### src/sv/kwm_pkg.sv
package kwm_pkg;

  localparam int MAX_RUNS_DEF  = 16;
  localparam int KEY_WIDTH_DEF = 64;

  localparam int RUN_W  = 4;
  localparam int WORD_W = 64;
  localparam int CFG_W  = 5;

  localparam logic [CFG_W-1:0] RUN_COUNT_RST = 5'd16;

  // input tdata: run, word, zero pad
  localparam int IN_RUN_LSB  = 0;
  localparam int IN_WORD_LSB = IN_RUN_LSB + RUN_W;
  localparam int IN_TDATA_W  = 72;

  // output tdata: key_out, source_run, refill_run
  localparam int OUT_TDATA_W = WORD_W + 2 * RUN_W;
  localparam int OUT_TUSER_W = 2;

  typedef enum logic {
    CMD_WORD  = 1'b0,
    CMD_EMPTY = 1'b1
  } cmd_t;

  typedef enum logic [1:0] {
    ST_IDLE,
    ST_SCAN,
    ST_DECIDE
  } state_t;

endpackage

### src/sv/k_way_sorted_run_merge.sv
// Merges up to run_count sorted runs of unsigned keys, holding one head key per run.
// Each request either delivers the next key of a run (in_tlast marks the last key of
// that run) or, with in_tuser set, declares a run empty. A request aimed at a run
// that is out of range, already holds a head or is finished gives a single result
// with out_tuser[1] set and all other fields zero. Once every unfinished run holds a
// head, the smallest head is sent out (a tie goes to the run that supplied the
// previous key, else the lowest index) together with the run to refill;
// out_tuser[0] marks the last key result of a request and out_tlast the final key of the
// whole merge, after which the block clears itself. Every decision is one pass of a
// single key comparator over the run heads, one head per cycle from the head memory;
// a further pass follows for each further key sent when a run ends, and a result
// may wait on out_tready. in_tready is low while a request is being worked on. The
// user writes run_count through cfg_we and cfg_wdata only while the block is idle;
// the block does not enforce this. 0 acts as 1 and values above MAX_RUNS as MAX_RUNS.
module k_way_sorted_run_merge #(
  parameter int MAX_RUNS  = kwm_pkg::MAX_RUNS_DEF,
  parameter int KEY_WIDTH = kwm_pkg::KEY_WIDTH_DEF
) (
  input  logic                           clk,
  input  logic                           rst_n,

  input  logic                           in_tvalid,
  output logic                           in_tready,
  input  logic [kwm_pkg::IN_TDATA_W-1:0] in_tdata,   // run[3:0], word[67:4], zero pad
  input  logic                           in_tuser,   // cmd
  input  logic                           in_tlast,   // run_end

  output logic                            out_tvalid,
  input  logic                            out_tready,
  output logic [kwm_pkg::OUT_TDATA_W-1:0] out_tdata,  // key_out, source_run, refill_run
  output logic [kwm_pkg::OUT_TUSER_W-1:0] out_tuser,  // batch_last, bad_item
  output logic                            out_tlast,  // merge_done

  input  logic                           cfg_we,
  input  logic [kwm_pkg::CFG_W-1:0]      cfg_wdata
);

  localparam int IDX_W = $clog2(MAX_RUNS);
  localparam int CNT_W = $clog2(MAX_RUNS + 1);

  kwm_pkg::state_t state_r, state_nxt;

  logic [kwm_pkg::CFG_W-1:0] run_count_r;
  logic [CNT_W-1:0]          rc;

  logic [MAX_RUNS-1:0] hv_r, hv_nxt;
  logic [MAX_RUNS-1:0] end_r, end_nxt;
  logic [MAX_RUNS-1:0] fin_r, fin_nxt;
  logic [IDX_W-1:0]    pref_r, pref_nxt;

  logic [KEY_WIDTH-1:0] head_mem [MAX_RUNS];
  logic [KEY_WIDTH-1:0] rd_r;
  logic                 mem_we;

  logic [CNT_W-1:0]     scan_cnt_r, scan_cnt_nxt;
  logic                 proc_v_r, proc_v_nxt;
  logic [IDX_W-1:0]     proc_idx_r, proc_idx_nxt;
  logic                 all_done_r, all_done_nxt;
  logic                 ready_r, ready_nxt;
  logic                 any_r, any_nxt;
  logic                 found_r, found_nxt;
  logic [KEY_WIDTH-1:0] min_r, min_nxt;
  logic [IDX_W-1:0]     src_r, src_nxt;
  logic [1:0]           unf_cnt_r, unf_cnt_nxt;
  logic [IDX_W-1:0]     first_unf_r, first_unf_nxt;
  logic [IDX_W-1:0]     second_unf_r, second_unf_nxt;

  logic                       out_valid_r, out_valid_nxt;
  logic [kwm_pkg::WORD_W-1:0] out_key_r, out_key_nxt;
  logic [kwm_pkg::RUN_W-1:0]  out_src_r, out_src_nxt;
  logic [kwm_pkg::RUN_W-1:0]  out_refill_r, out_refill_nxt;
  logic                       out_batch_r, out_batch_nxt;
  logic                       out_done_r, out_done_nxt;
  logic                       out_bad_r, out_bad_nxt;

  logic [kwm_pkg::RUN_W-1:0]  in_run;
  logic [kwm_pkg::WORD_W-1:0] in_word;
  logic [KEY_WIDTH-1:0]       in_key;
  logic [31:0]                run_ext;
  logic [IDX_W-1:0]           in_idx;
  logic                       in_bad;
  logic                       in_acc;
  logic                       out_free;
  logic [31:0]                src_ext;
  logic                       src_end;
  logic                       done_now;

  assign in_run  = in_tdata[kwm_pkg::IN_RUN_LSB +: kwm_pkg::RUN_W];
  assign in_word = in_tdata[kwm_pkg::IN_WORD_LSB +: kwm_pkg::WORD_W];
  assign in_key  = in_word[KEY_WIDTH-1:0];
  assign run_ext = 32'(in_run);
  assign in_idx  = run_ext[IDX_W-1:0];
  assign src_ext = 32'(src_r);

  always_comb begin
    if (run_count_r == '0) begin
      rc = CNT_W'(1);
    end else if (32'(run_count_r) > 32'(MAX_RUNS)) begin
      rc = CNT_W'(MAX_RUNS);
    end else begin
      rc = CNT_W'(run_count_r);
    end
  end

  assign in_bad   = (run_ext >= 32'(rc)) || hv_r[in_idx] || fin_r[in_idx];
  assign out_free = !out_valid_r || out_tready;
  assign in_tready = (state_r == kwm_pkg::ST_IDLE) && out_free;
  assign in_acc   = in_tvalid && in_tready;
  assign src_end  = end_r[src_r];
  assign done_now = src_end && (unf_cnt_r == 2'd1);

  assign out_tvalid = out_valid_r;
  assign out_tdata  = {out_refill_r, out_src_r, out_key_r};
  assign out_tuser  = {out_bad_r, out_batch_r};
  assign out_tlast  = out_done_r;

  always_comb begin
    state_nxt      = state_r;
    hv_nxt         = hv_r;
    end_nxt        = end_r;
    fin_nxt        = fin_r;
    pref_nxt       = pref_r;
    mem_we         = 1'b0;
    scan_cnt_nxt   = scan_cnt_r;
    proc_v_nxt     = proc_v_r;
    proc_idx_nxt   = proc_idx_r;
    all_done_nxt   = all_done_r;
    ready_nxt      = ready_r;
    any_nxt        = any_r;
    found_nxt      = found_r;
    min_nxt        = min_r;
    src_nxt        = src_r;
    unf_cnt_nxt    = unf_cnt_r;
    first_unf_nxt  = first_unf_r;
    second_unf_nxt = second_unf_r;
    out_valid_nxt  = out_valid_r && !out_tready;
    out_key_nxt    = out_key_r;
    out_src_nxt    = out_src_r;
    out_refill_nxt = out_refill_r;
    out_batch_nxt  = out_batch_r;
    out_done_nxt   = out_done_r;
    out_bad_nxt    = out_bad_r;

    unique case (state_r)
      kwm_pkg::ST_IDLE: begin
        if (in_acc) begin
          if (in_bad) begin
            out_valid_nxt  = 1'b1;
            out_key_nxt    = '0;
            out_src_nxt    = '0;
            out_refill_nxt = '0;
            out_batch_nxt  = 1'b0;
            out_done_nxt   = 1'b0;
            out_bad_nxt    = 1'b1;
          end else begin
            if (in_tuser == kwm_pkg::CMD_WORD) begin
              hv_nxt[in_idx]  = 1'b1;
              end_nxt[in_idx] = in_tlast;
              mem_we          = 1'b1;
            end else begin
              fin_nxt[in_idx] = 1'b1;
            end
            state_nxt    = kwm_pkg::ST_SCAN;
            scan_cnt_nxt = '0;
            proc_v_nxt   = 1'b0;
            all_done_nxt = 1'b1;
            ready_nxt    = 1'b1;
            any_nxt      = 1'b0;
            found_nxt    = 1'b0;
            unf_cnt_nxt  = '0;
          end
        end
      end

      kwm_pkg::ST_SCAN: begin
        // one head per cycle through the comparator
        if (proc_v_r) begin
          if (!fin_r[proc_idx_r]) begin
            all_done_nxt = 1'b0;
            if (hv_r[proc_idx_r]) begin
              any_nxt = 1'b1;
            end else begin
              ready_nxt = 1'b0;
            end
            if (unf_cnt_r == 2'd0) begin
              first_unf_nxt = proc_idx_r;
            end else if (unf_cnt_r == 2'd1) begin
              second_unf_nxt = proc_idx_r;
            end
            if (unf_cnt_r != 2'd2) begin
              unf_cnt_nxt = unf_cnt_r + 2'd1;
            end
          end
          if (hv_r[proc_idx_r] && (!found_r || rd_r < min_r ||
              (proc_idx_r == pref_r && rd_r == min_r))) begin
            min_nxt   = rd_r;
            src_nxt   = proc_idx_r;
            found_nxt = 1'b1;
          end
        end
        if (scan_cnt_r < rc) begin
          proc_v_nxt   = 1'b1;
          proc_idx_nxt = scan_cnt_r[IDX_W-1:0];
          scan_cnt_nxt = scan_cnt_r + CNT_W'(1);
        end else begin
          proc_v_nxt = 1'b0;
          if (!proc_v_r) begin
            state_nxt = kwm_pkg::ST_DECIDE;
          end
        end
      end

      kwm_pkg::ST_DECIDE: begin
        if (all_done_r) begin
          hv_nxt    = '0;
          end_nxt   = '0;
          fin_nxt   = '0;
          pref_nxt  = '0;
          state_nxt = kwm_pkg::ST_IDLE;
        end else if (!ready_r || !any_r) begin
          state_nxt = kwm_pkg::ST_IDLE;
        end else if (out_free) begin
          hv_nxt[src_r]  = 1'b0;
          end_nxt[src_r] = 1'b0;
          if (src_end) begin
            fin_nxt[src_r] = 1'b1;
            pref_nxt = (first_unf_r == src_r) ? second_unf_r : first_unf_r;
          end else begin
            pref_nxt = src_r;
          end
          out_valid_nxt  = 1'b1;
          out_key_nxt    = kwm_pkg::WORD_W'(min_r);
          out_src_nxt    = src_ext[kwm_pkg::RUN_W-1:0];
          out_refill_nxt = src_end ? '0 : src_ext[kwm_pkg::RUN_W-1:0];
          out_batch_nxt  = !src_end || done_now;
          out_done_nxt   = done_now;
          out_bad_nxt    = 1'b0;
          if (done_now) begin
            hv_nxt   = '0;
            end_nxt  = '0;
            fin_nxt  = '0;
            pref_nxt = '0;
          end
          if (!src_end || done_now) begin
            state_nxt = kwm_pkg::ST_IDLE;
          end else begin
            // a run ended, every other unfinished run still has a head: go again
            state_nxt    = kwm_pkg::ST_SCAN;
            scan_cnt_nxt = '0;
            proc_v_nxt   = 1'b0;
            all_done_nxt = 1'b1;
            ready_nxt    = 1'b1;
            any_nxt      = 1'b0;
            found_nxt    = 1'b0;
            unf_cnt_nxt  = '0;
          end
        end
      end

      default: begin
        state_nxt = kwm_pkg::ST_IDLE;
      end
    endcase
  end

  always_ff @(posedge clk) begin
    if (!rst_n) begin
      state_r     <= kwm_pkg::ST_IDLE;
      run_count_r <= kwm_pkg::RUN_COUNT_RST;
      hv_r        <= '0;
      end_r       <= '0;
      fin_r       <= '0;
      pref_r      <= '0;
      proc_v_r    <= 1'b0;
      out_valid_r <= 1'b0;
    end else begin
      state_r     <= state_nxt;
      if (cfg_we) begin
        run_count_r <= cfg_wdata;
      end
      hv_r        <= hv_nxt;
      end_r       <= end_nxt;
      fin_r       <= fin_nxt;
      pref_r      <= pref_nxt;
      proc_v_r    <= proc_v_nxt;
      out_valid_r <= out_valid_nxt;
    end
  end

  always_ff @(posedge clk) begin
    scan_cnt_r   <= scan_cnt_nxt;
    proc_idx_r   <= proc_idx_nxt;
    all_done_r   <= all_done_nxt;
    ready_r      <= ready_nxt;
    any_r        <= any_nxt;
    found_r      <= found_nxt;
    min_r        <= min_nxt;
    src_r        <= src_nxt;
    unf_cnt_r    <= unf_cnt_nxt;
    first_unf_r  <= first_unf_nxt;
    second_unf_r <= second_unf_nxt;
    out_key_r    <= out_key_nxt;
    out_src_r    <= out_src_nxt;
    out_refill_r <= out_refill_nxt;
    out_batch_r  <= out_batch_nxt;
    out_done_r   <= out_done_nxt;
    out_bad_r    <= out_bad_nxt;
  end

  // head memory: one write port, one registered read port
  always_ff @(posedge clk) begin
    if (mem_we) begin
      head_mem[in_idx] <= in_key;
    end
    rd_r <= head_mem[scan_cnt_r[IDX_W-1:0]];
  end

endmodule

### config.mk
export PLATFORM = sky130hd
export DESIGN_NAME = k_way_sorted_run_merge
export DESIGN_NICKNAME = d
export VERILOG_FILES = /design/src/sv/kwm_pkg.sv /design/src/sv/k_way_sorted_run_merge.sv
export SDC_FILE = /design/constraint.sdc
export NUM_CORES = 1
export LEC_CHECK = 0
export BUFFER_PORTS_ARGS = -buffer_cell sky130_fd_sc_hd__buf_4
export CAP_MARGIN = 40
export CORE_UTILIZATION = 53
export DETAILED_ROUTE_END_ITERATION = 10
export GPL_ROUTABILITY_DRIVEN = 0
export GPL_TIMING_DRIVEN = 0
export MAX_ROUTING_LAYER = met4
export PLACE_DENSITY = 0.7
export SYNTH_ARGS = -nofsm -noshare
export SYNTH_HDL_FRONTEND = slang
export SYNTH_SLANG_ARGS = --single-unit
### constraint.sdc
create_clock -name clk -period 8.2 [get_ports clk]
set_clock_uncertainty 0.1 [all_clocks]
set_input_delay 1.64 -clock clk [delete_from_list [all_inputs] [get_ports clk]]
set_output_delay 1.64 -clock clk [all_outputs]
set_load 0.02 [all_outputs]
# Word level (Yosys, flattened, before mapping)
# Memory sizes are Yosys's and may differ from the RTL's. A register that Yosys moved wholly into a read port is not among the register bits.
# Index checks and enable logic that the tools add are counted.
dict set report classes {
  add_sub_neg 2
  magnitude_cmp 9
  n_eq_ne 30
  muxes 152
  bitwise 8
  reduce_logical 43
}
# op n
set ops {}
lappend ops {{2-to-1 mux 16 bit} 22}
lappend ops {{2-to-1 mux 64 bit} 5}
lappend ops {{case mux 64 bit (2 select lines)} 1}
lappend ops {{case mux 16 bit (2 select lines)} 3}
lappend ops {{equality test 64 bit} 1}
lappend ops {{< comparator 64 bit} 1}
lappend ops {{2-to-1 mux 4 bit} 15}
lappend ops {{2-to-1 mux 1 bit} 59}
lappend ops {{bitwise OR 16 bit} 3}
lappend ops {{2-to-1 mux 5 bit} 9}
lappend ops {{inequality test 2 bit (second input constant)} 20}
lappend ops {{bitwise AND 16 bit} 2}
lappend ops {{2-to-1 mux 2 bit} 16}
lappend ops {{AND reduction 10 bit} 3}
lappend ops {{binary-select mux 1 bit (select 4 bit)} 5}
lappend ops {{bitwise mux 16 bit} 1}
lappend ops {{inverter 16 bit} 1}
lappend ops {{case mux 4 bit (2 select lines)} 2}
lappend ops {{< comparator 4 x 5 -> 1 bit (second input constant)} 3}
lappend ops {{case mux 1 bit (3 select lines)} 5}
lappend ops {{case mux 5 bit (3 select lines)} 1}
lappend ops {{AND reduction 5 bit} 3}
lappend ops {{AND reduction 7 bit} 2}
lappend ops {{case mux 2 bit (3 select lines)} 2}
lappend ops {{other kinds (27)} 59}
dict set report totals {
  ff_bits 227
  mem_bits_rw 1024
  out_inout_bits 77
  elab_cells 270
  memories 1
}
# memory depth width read_ports rd_ports_with_merged_regs wr line_no
set mem_list {}
lappend mem_list {head_mem 16 64 1 1 1 k_way_sorted_run_merge.sv:51} ;# logic [KEY_WIDTH-1:0] head_mem [MAX_RUNS];

# Logic depth before layout (Yosys ltp)
dict set report logic_depth {
  depth_word 11
  mapped_depth 13
}

# Worst setup path before layout
# Ideal clock, no wire load.
dict set report synth_path {
  path_type {register to register}
  start {register min_r[27]}
  end {register min_r[0] (enable)}
  setup_ps 578
  arrival_ps 6516
  required_ps 7522
  setup_slack_ps 1007
  path_stages_with_launch 8
  path_buffers 0
  path_cell_list {edfxtp_1 -> inv_1 -> ha_1 -> and4_1 -> or4b_2 -> o41ai_1 -> a21oi_1 -> nor3_1}
}
dict set report synth_via {
  elab_chain_len 5
  word_cells_on_any_way 7
  cone_classes {order compare: 1; eq/ne: 1; reduce/logical: 5}
}
# element line_no
set synth_lines {}
lappend synth_lines {{start, declared} k_way_sorted_run_merge.sv:62} ;# logic [KEY_WIDTH-1:0] min_r, min_nxt;
lappend synth_lines {{start signal, assigned} k_way_sorted_run_merge.sv:297} ;# min_r <= min_nxt;
lappend synth_lines {{< comparator 64 bit / equality test 64 bit (equally long branches)} {k_way_sorted_run_merge.sv:194, k_way_sorted_run_merge.sv:195}}
lappend synth_lines {{logical OR 1 bit / logical AND 1 bit (equally long branches)} {k_way_sorted_run_merge.sv:194, k_way_sorted_run_merge.sv:195}}
lappend synth_lines {{logical OR 1 bit (*)} k_way_sorted_run_merge.sv:194} ;# if (hv_r[proc_idx_r] && (!found_r || rd_r < min_r ||
lappend synth_lines {{logical AND 1 bit (*)} k_way_sorted_run_merge.sv:194}
lappend synth_lines {{AND reduction 3 bit (no line) (*)} -}
# Every way passes the cells marked *; elsewhere a longest branch is shown, timed or not.
# A chain may end at the register's enable or synchronous reset.

# Worst setup path in the final report
dict set report layout_path {
  start {input port in_tdata[0] (netlist bit)}
  end {memory head_mem[11][30] (netlist bit) (enable)}
}
dict set report layout_via {
  elab_chain_len 9
  word_cells_on_any_way 12
  cone_classes {order compare: 1; mux: 9; reduce/logical: 2}
}
# element line_no
set layout_lines {}
lappend layout_lines {{start, declared} k_way_sorted_run_merge.sv:24} ;# input logic [kwm_pkg::IN_TDATA_W-1:0] in_tdata,
lappend layout_lines {{binary-select mux 1 bit (select 4 bit)} k_way_sorted_run_merge.sv:105} ;# assign in_bad = (run_ext >= 32'(rc)) || hv_r[in_idx] || fin_r[in_idx];
lappend layout_lines {{2-to-1 mux 1 bit (not written as such)} k_way_sorted_run_merge.sv:105}
lappend layout_lines {{logical OR 1 bit (2 in series)} k_way_sorted_run_merge.sv:105}
lappend layout_lines {{2-to-1 mux 1 bit} k_way_sorted_run_merge.sv:147} ;# if (in_bad) begin
lappend layout_lines {{2-to-1 mux 1 bit} k_way_sorted_run_merge.sv:146} ;# if (in_acc) begin
lappend layout_lines {{2-to-1 mux 1 bit} k_way_sorted_run_merge.sv:144} ;# unique case (state_r)
lappend layout_lines {{2-to-1 mux 1 bit} k_way_sorted_run_merge.sv:312} ;# if (mem_we) begin
lappend layout_lines {{2-to-1 mux 1 bit (not written as such)} k_way_sorted_run_merge.sv:313} ;# head_mem[in_idx] <= in_key;
lappend layout_lines {{end, declared} k_way_sorted_run_merge.sv:51}
# Several ways; a longest one is shown, not always the timed one. The select of a mux whose other input is x is not followed.

==> flow_metrics.py <==
metrics = {
    "critical_path": {
        "cp-start-kind": "input pin",
        "crit_buf_inv": 7,
        "path_cells": "buf_4, inv_1, ha_1, nand2b_1, a21o_1, a211oi_2, o311ai_4, or3_1, buf_6, clkbuf_1, buf_8, nor2_4, buf_12, buf_16",
        "cp_slowest_cell": "nor2_4",
        "critPathKind": "in -> reg",
        "critPathMaxStageDelay_ns": 0.61,
        "endpoint_kind": "flop",
        "arrival_ns": 5.34,
        "cp_max_fo": 16,
        "critPathRequiredTime_ns": 8.53,
        "crit_family": "buffers and inverters",
    },
    "synthesis": {
        "yosys_register_bits": 1315,
        "synth.distinct_cells": 63,
        "synth_ff_type": "edfxtp_1",
        "synth_cells": 3004,
        "synth_fp_nets": 3168,
        "netlist_area_mm2": 0.05166,
        "synth_edf_count": 1190,
        "synth_seq_area_share_pct": 74.01,
        "post_synth.cell_area_avg_um2": 17.20,
        "yosysWarnings": 0,
        "async_reset_ff_share_pct": 0,
    },
    "clock_tree": {
        "postCtsHoldBufs": 0,
        "clockBufferDepth": 3,
        "cts_made_buffers": 134,
        "clkTransAtPathRegs_ns": 0.06,
        "cts_resized": 0,
        "cts-root-buf": "clkbuf_16",
        "cts_tree": "built",
        "post_cts_buffers": 0,
        "htreeDepth": 4,
        "clk-insertion-delay-late_ns": 0.74,
        "cts_sinks": 1315,
    },
    "status": {
        "status": "completed",
    },
    "timing": {
        "worst_slew_pin_slew_ns": 1.136,
        "rsz0062_at_grt": "false",
        "finalWorstSetupSlack_ns": 3.190,
        "hold_viol": 0,
        "min_period_over_period_pct": 61.09,
        "hold_ws_ns": 0.3399,
        "fmax_mhz": 199.6,
        "drv_slew": 0,
        "setup_viol": 0,
        "fin_crit_ns": 5.010,
        "timing.slew.headroom_pct": 24.27,
    },
    "grt": {
        "overflow": 0,
        "grt_most_used_layer": "met2",
        "grt_pass1_vias": 30120,
        "grt_max_degree": 42,
        "use_met3_pct": 4.796,
        "use_met2_pct": 43.55,
        "grt_pass1_wl_um": 188200,
        "antenna_found_initial": 10,
        "grt_use_total_pct": 26.84,
        "use_met1_pct": 34.13,
    },
    "place": {
        "dp_slack_ns": 2.549,
        "portBuffers": 155,
        "place_area_mm2": 0.05606,
        "dp_hpwl_um": 87860,
    },
    "detailed_routing": {
        "wl_per_cell_um": 26.61,
        "vias": 29365,
        "drt_iter0_drc": 3379,
        "dr.pass1.iters": 8,
        "drtAntennaViolNets": 0,
        "viasPerCell": 6.143,
        "drc": 0,
        "drt_wl_total_um": 127200,
    },
    "die": {
        "ios": 161,
        "num_rows": 114,
        "die_width_um": 314.2,
        "start_util_pct": 53.50,
        "core_mm2": 0.09657,
        "die_h_um": 314.2,
        "die_area_mm2": 0.09873,
    },
    "cells_and_area": {
        "syn2layout_area_growth_pct": 17.06,
        "layout_commonest_cell": "edfxtp_1",
        "drive_gt1_share_pct": 20.24,
        "register_area_mm2": 0.03824,
        "fin_nets": 3547,
        "multi_input_area_mm2": 0.01258,
        "mostFrequentLayoutCells": "edfxtp_1, mux2i_1, o21ai_0",
        "n_fill_cell": 6620,
        "fin_area_mm2": 0.06048,
    },
    "hold_path": {
        "hold_path_class": "reg -> reg",
    },
    "flow_run": {
        "maxCapViolCount": 0,
    },
    "pwr": {
        "p_leak_nw": 20.57,
        "power_density_mw_per_mm2": 317.5,
        "ir_drop_v": 0.0001854,
    },
}
[power breakdown]
group	total, mW	switching, mW	internal, mW
sequential	8.00	0.221	7.78
clock	6.03	2.49	3.54
combinational	5.17	3.17	2.00
[state kept, by name, summed over array words and instances (netlist names), 4 cells and up]
| signal | count |
|---|---|
| head_mem | 1024 |
| min_r | 64 |
| out_key_r | 64 |
| rd_r | 64 |
| end_r | 16 |
| fin_r | 16 |
| hv_r | 16 |
| run_count_r | 5 |
| scan_cnt_r | 5 |
| first_unf_r | 4 |
| out_refill_r | 4 |
| out_src_r | 4 |
| pref_r | 4 |
| proc_idx_r | 4 |
| second_unf_r | 4 |
| src_r | 4 |
[layer usage]
metal | share of wire, % | up-vias
met2 | 50 | 1482
met5 | 0 | -
met4 | 3.5 | 0
met3 | 7.9 | 291
met1 | 39 | 14907
li1 | - | 12685
[logic make-up (layout without fill, tap and decap cells)]
logic type	count (synthesis)	count (layout)	synth area share (%)
muxes	417	417	11.83
other	0	11	0
xor gates and xnor gates	11	11	0.1865
buffers and inverters	237	726	1.879
AOI/OAI and AO/OA	513	513	6.393
adders and majority gates	80	80	1.937
and+or+nand+nor	431	431	3.768
DFF	1315	1315	74.01
[through the flow]
step | TNS [ns] | total power [mW] | std cells | util (%)
finish | 0 | 19.20 | 4780 | 62.63
global route | 0 | 19.91 | 4779 | 62.63
CTS | 0 | 19.25 | 4768 | 62.60
detailed placement | 0 | 13.25 | 4522 | 58.06
global placement | -2187.15 | 12.90 | 4435 | 56.36
floorplan | 0 | 11.26 | 3004 | -
[path summary, 6_finish.rpt]
check,start,to,slack (ns),cells after the start
worst max register to register,min_r[63],min_r[24],3.23,12
worst min register to register,rd_r[44],min_r[44],0.34,0
worst min-delay path,rd_r[44],min_r[44],0.34,0
worst max-delay path,in_tdata[0],head_mem[11][30],3.19,14
[final cells by class]
| type | instances | share of cell area (%) |
|---|---|---|
| Timing Repair Buffer | 243 | 4.427 |
| Tap cell | 1276 | 2.640 |
| Buffer | 159 | 1.121 |
| Antenna cell | 11 | 0.04551 |
| Sequential cell | 1315 | 63.22 |
| Clock inverter | 57 | 0.9372 |
| Inverter | 78 | 0.4841 |
| Multi-Input combinational cell | 1452 | 20.81 |
| Clock buffer | 189 | 6.314 |
[cells in the mapped netlist (3+ instances only)]
master    instances  share of area, %
and3_1           21              0.25
and4_1            4             0.068
dfxtp_1         125               4.8
nor2b_1           7             0.085
o211ai_1          4             0.058
a22o_1           16              0.27
nor2_1          152               1.1
nand4_1          16              0.19
and2_1           14              0.17
a21oi_1         117               1.1
nor3_1           30              0.29
mux4_2          146               6.4
edfxtp_1       1190                69
a221oi_1         68               1.2
buf_2            20              0.19
a221o_1          17              0.33
a21o_1            7              0.10
xnor2_1           4             0.068
ha_1             80               1.9
buf_6             5              0.11
buf_1            31              0.23
or3_1             4             0.048
mux2i_1         202               3.9
inv_1            76              0.55
nor4_1            4             0.048
xor2_1            7              0.12
buf_4             5             0.073
clkbuf_1         98              0.71
a22oi_1          68              0.99
o22ai_1          18              0.22
nand2b_1         13              0.16
o21ai_0         176               1.7
nand2_1         141               1.0
nand3_1          15              0.15
mux2_2           67               1.5
nor3b_1           3             0.044
(Power assumes the default switching activity.)
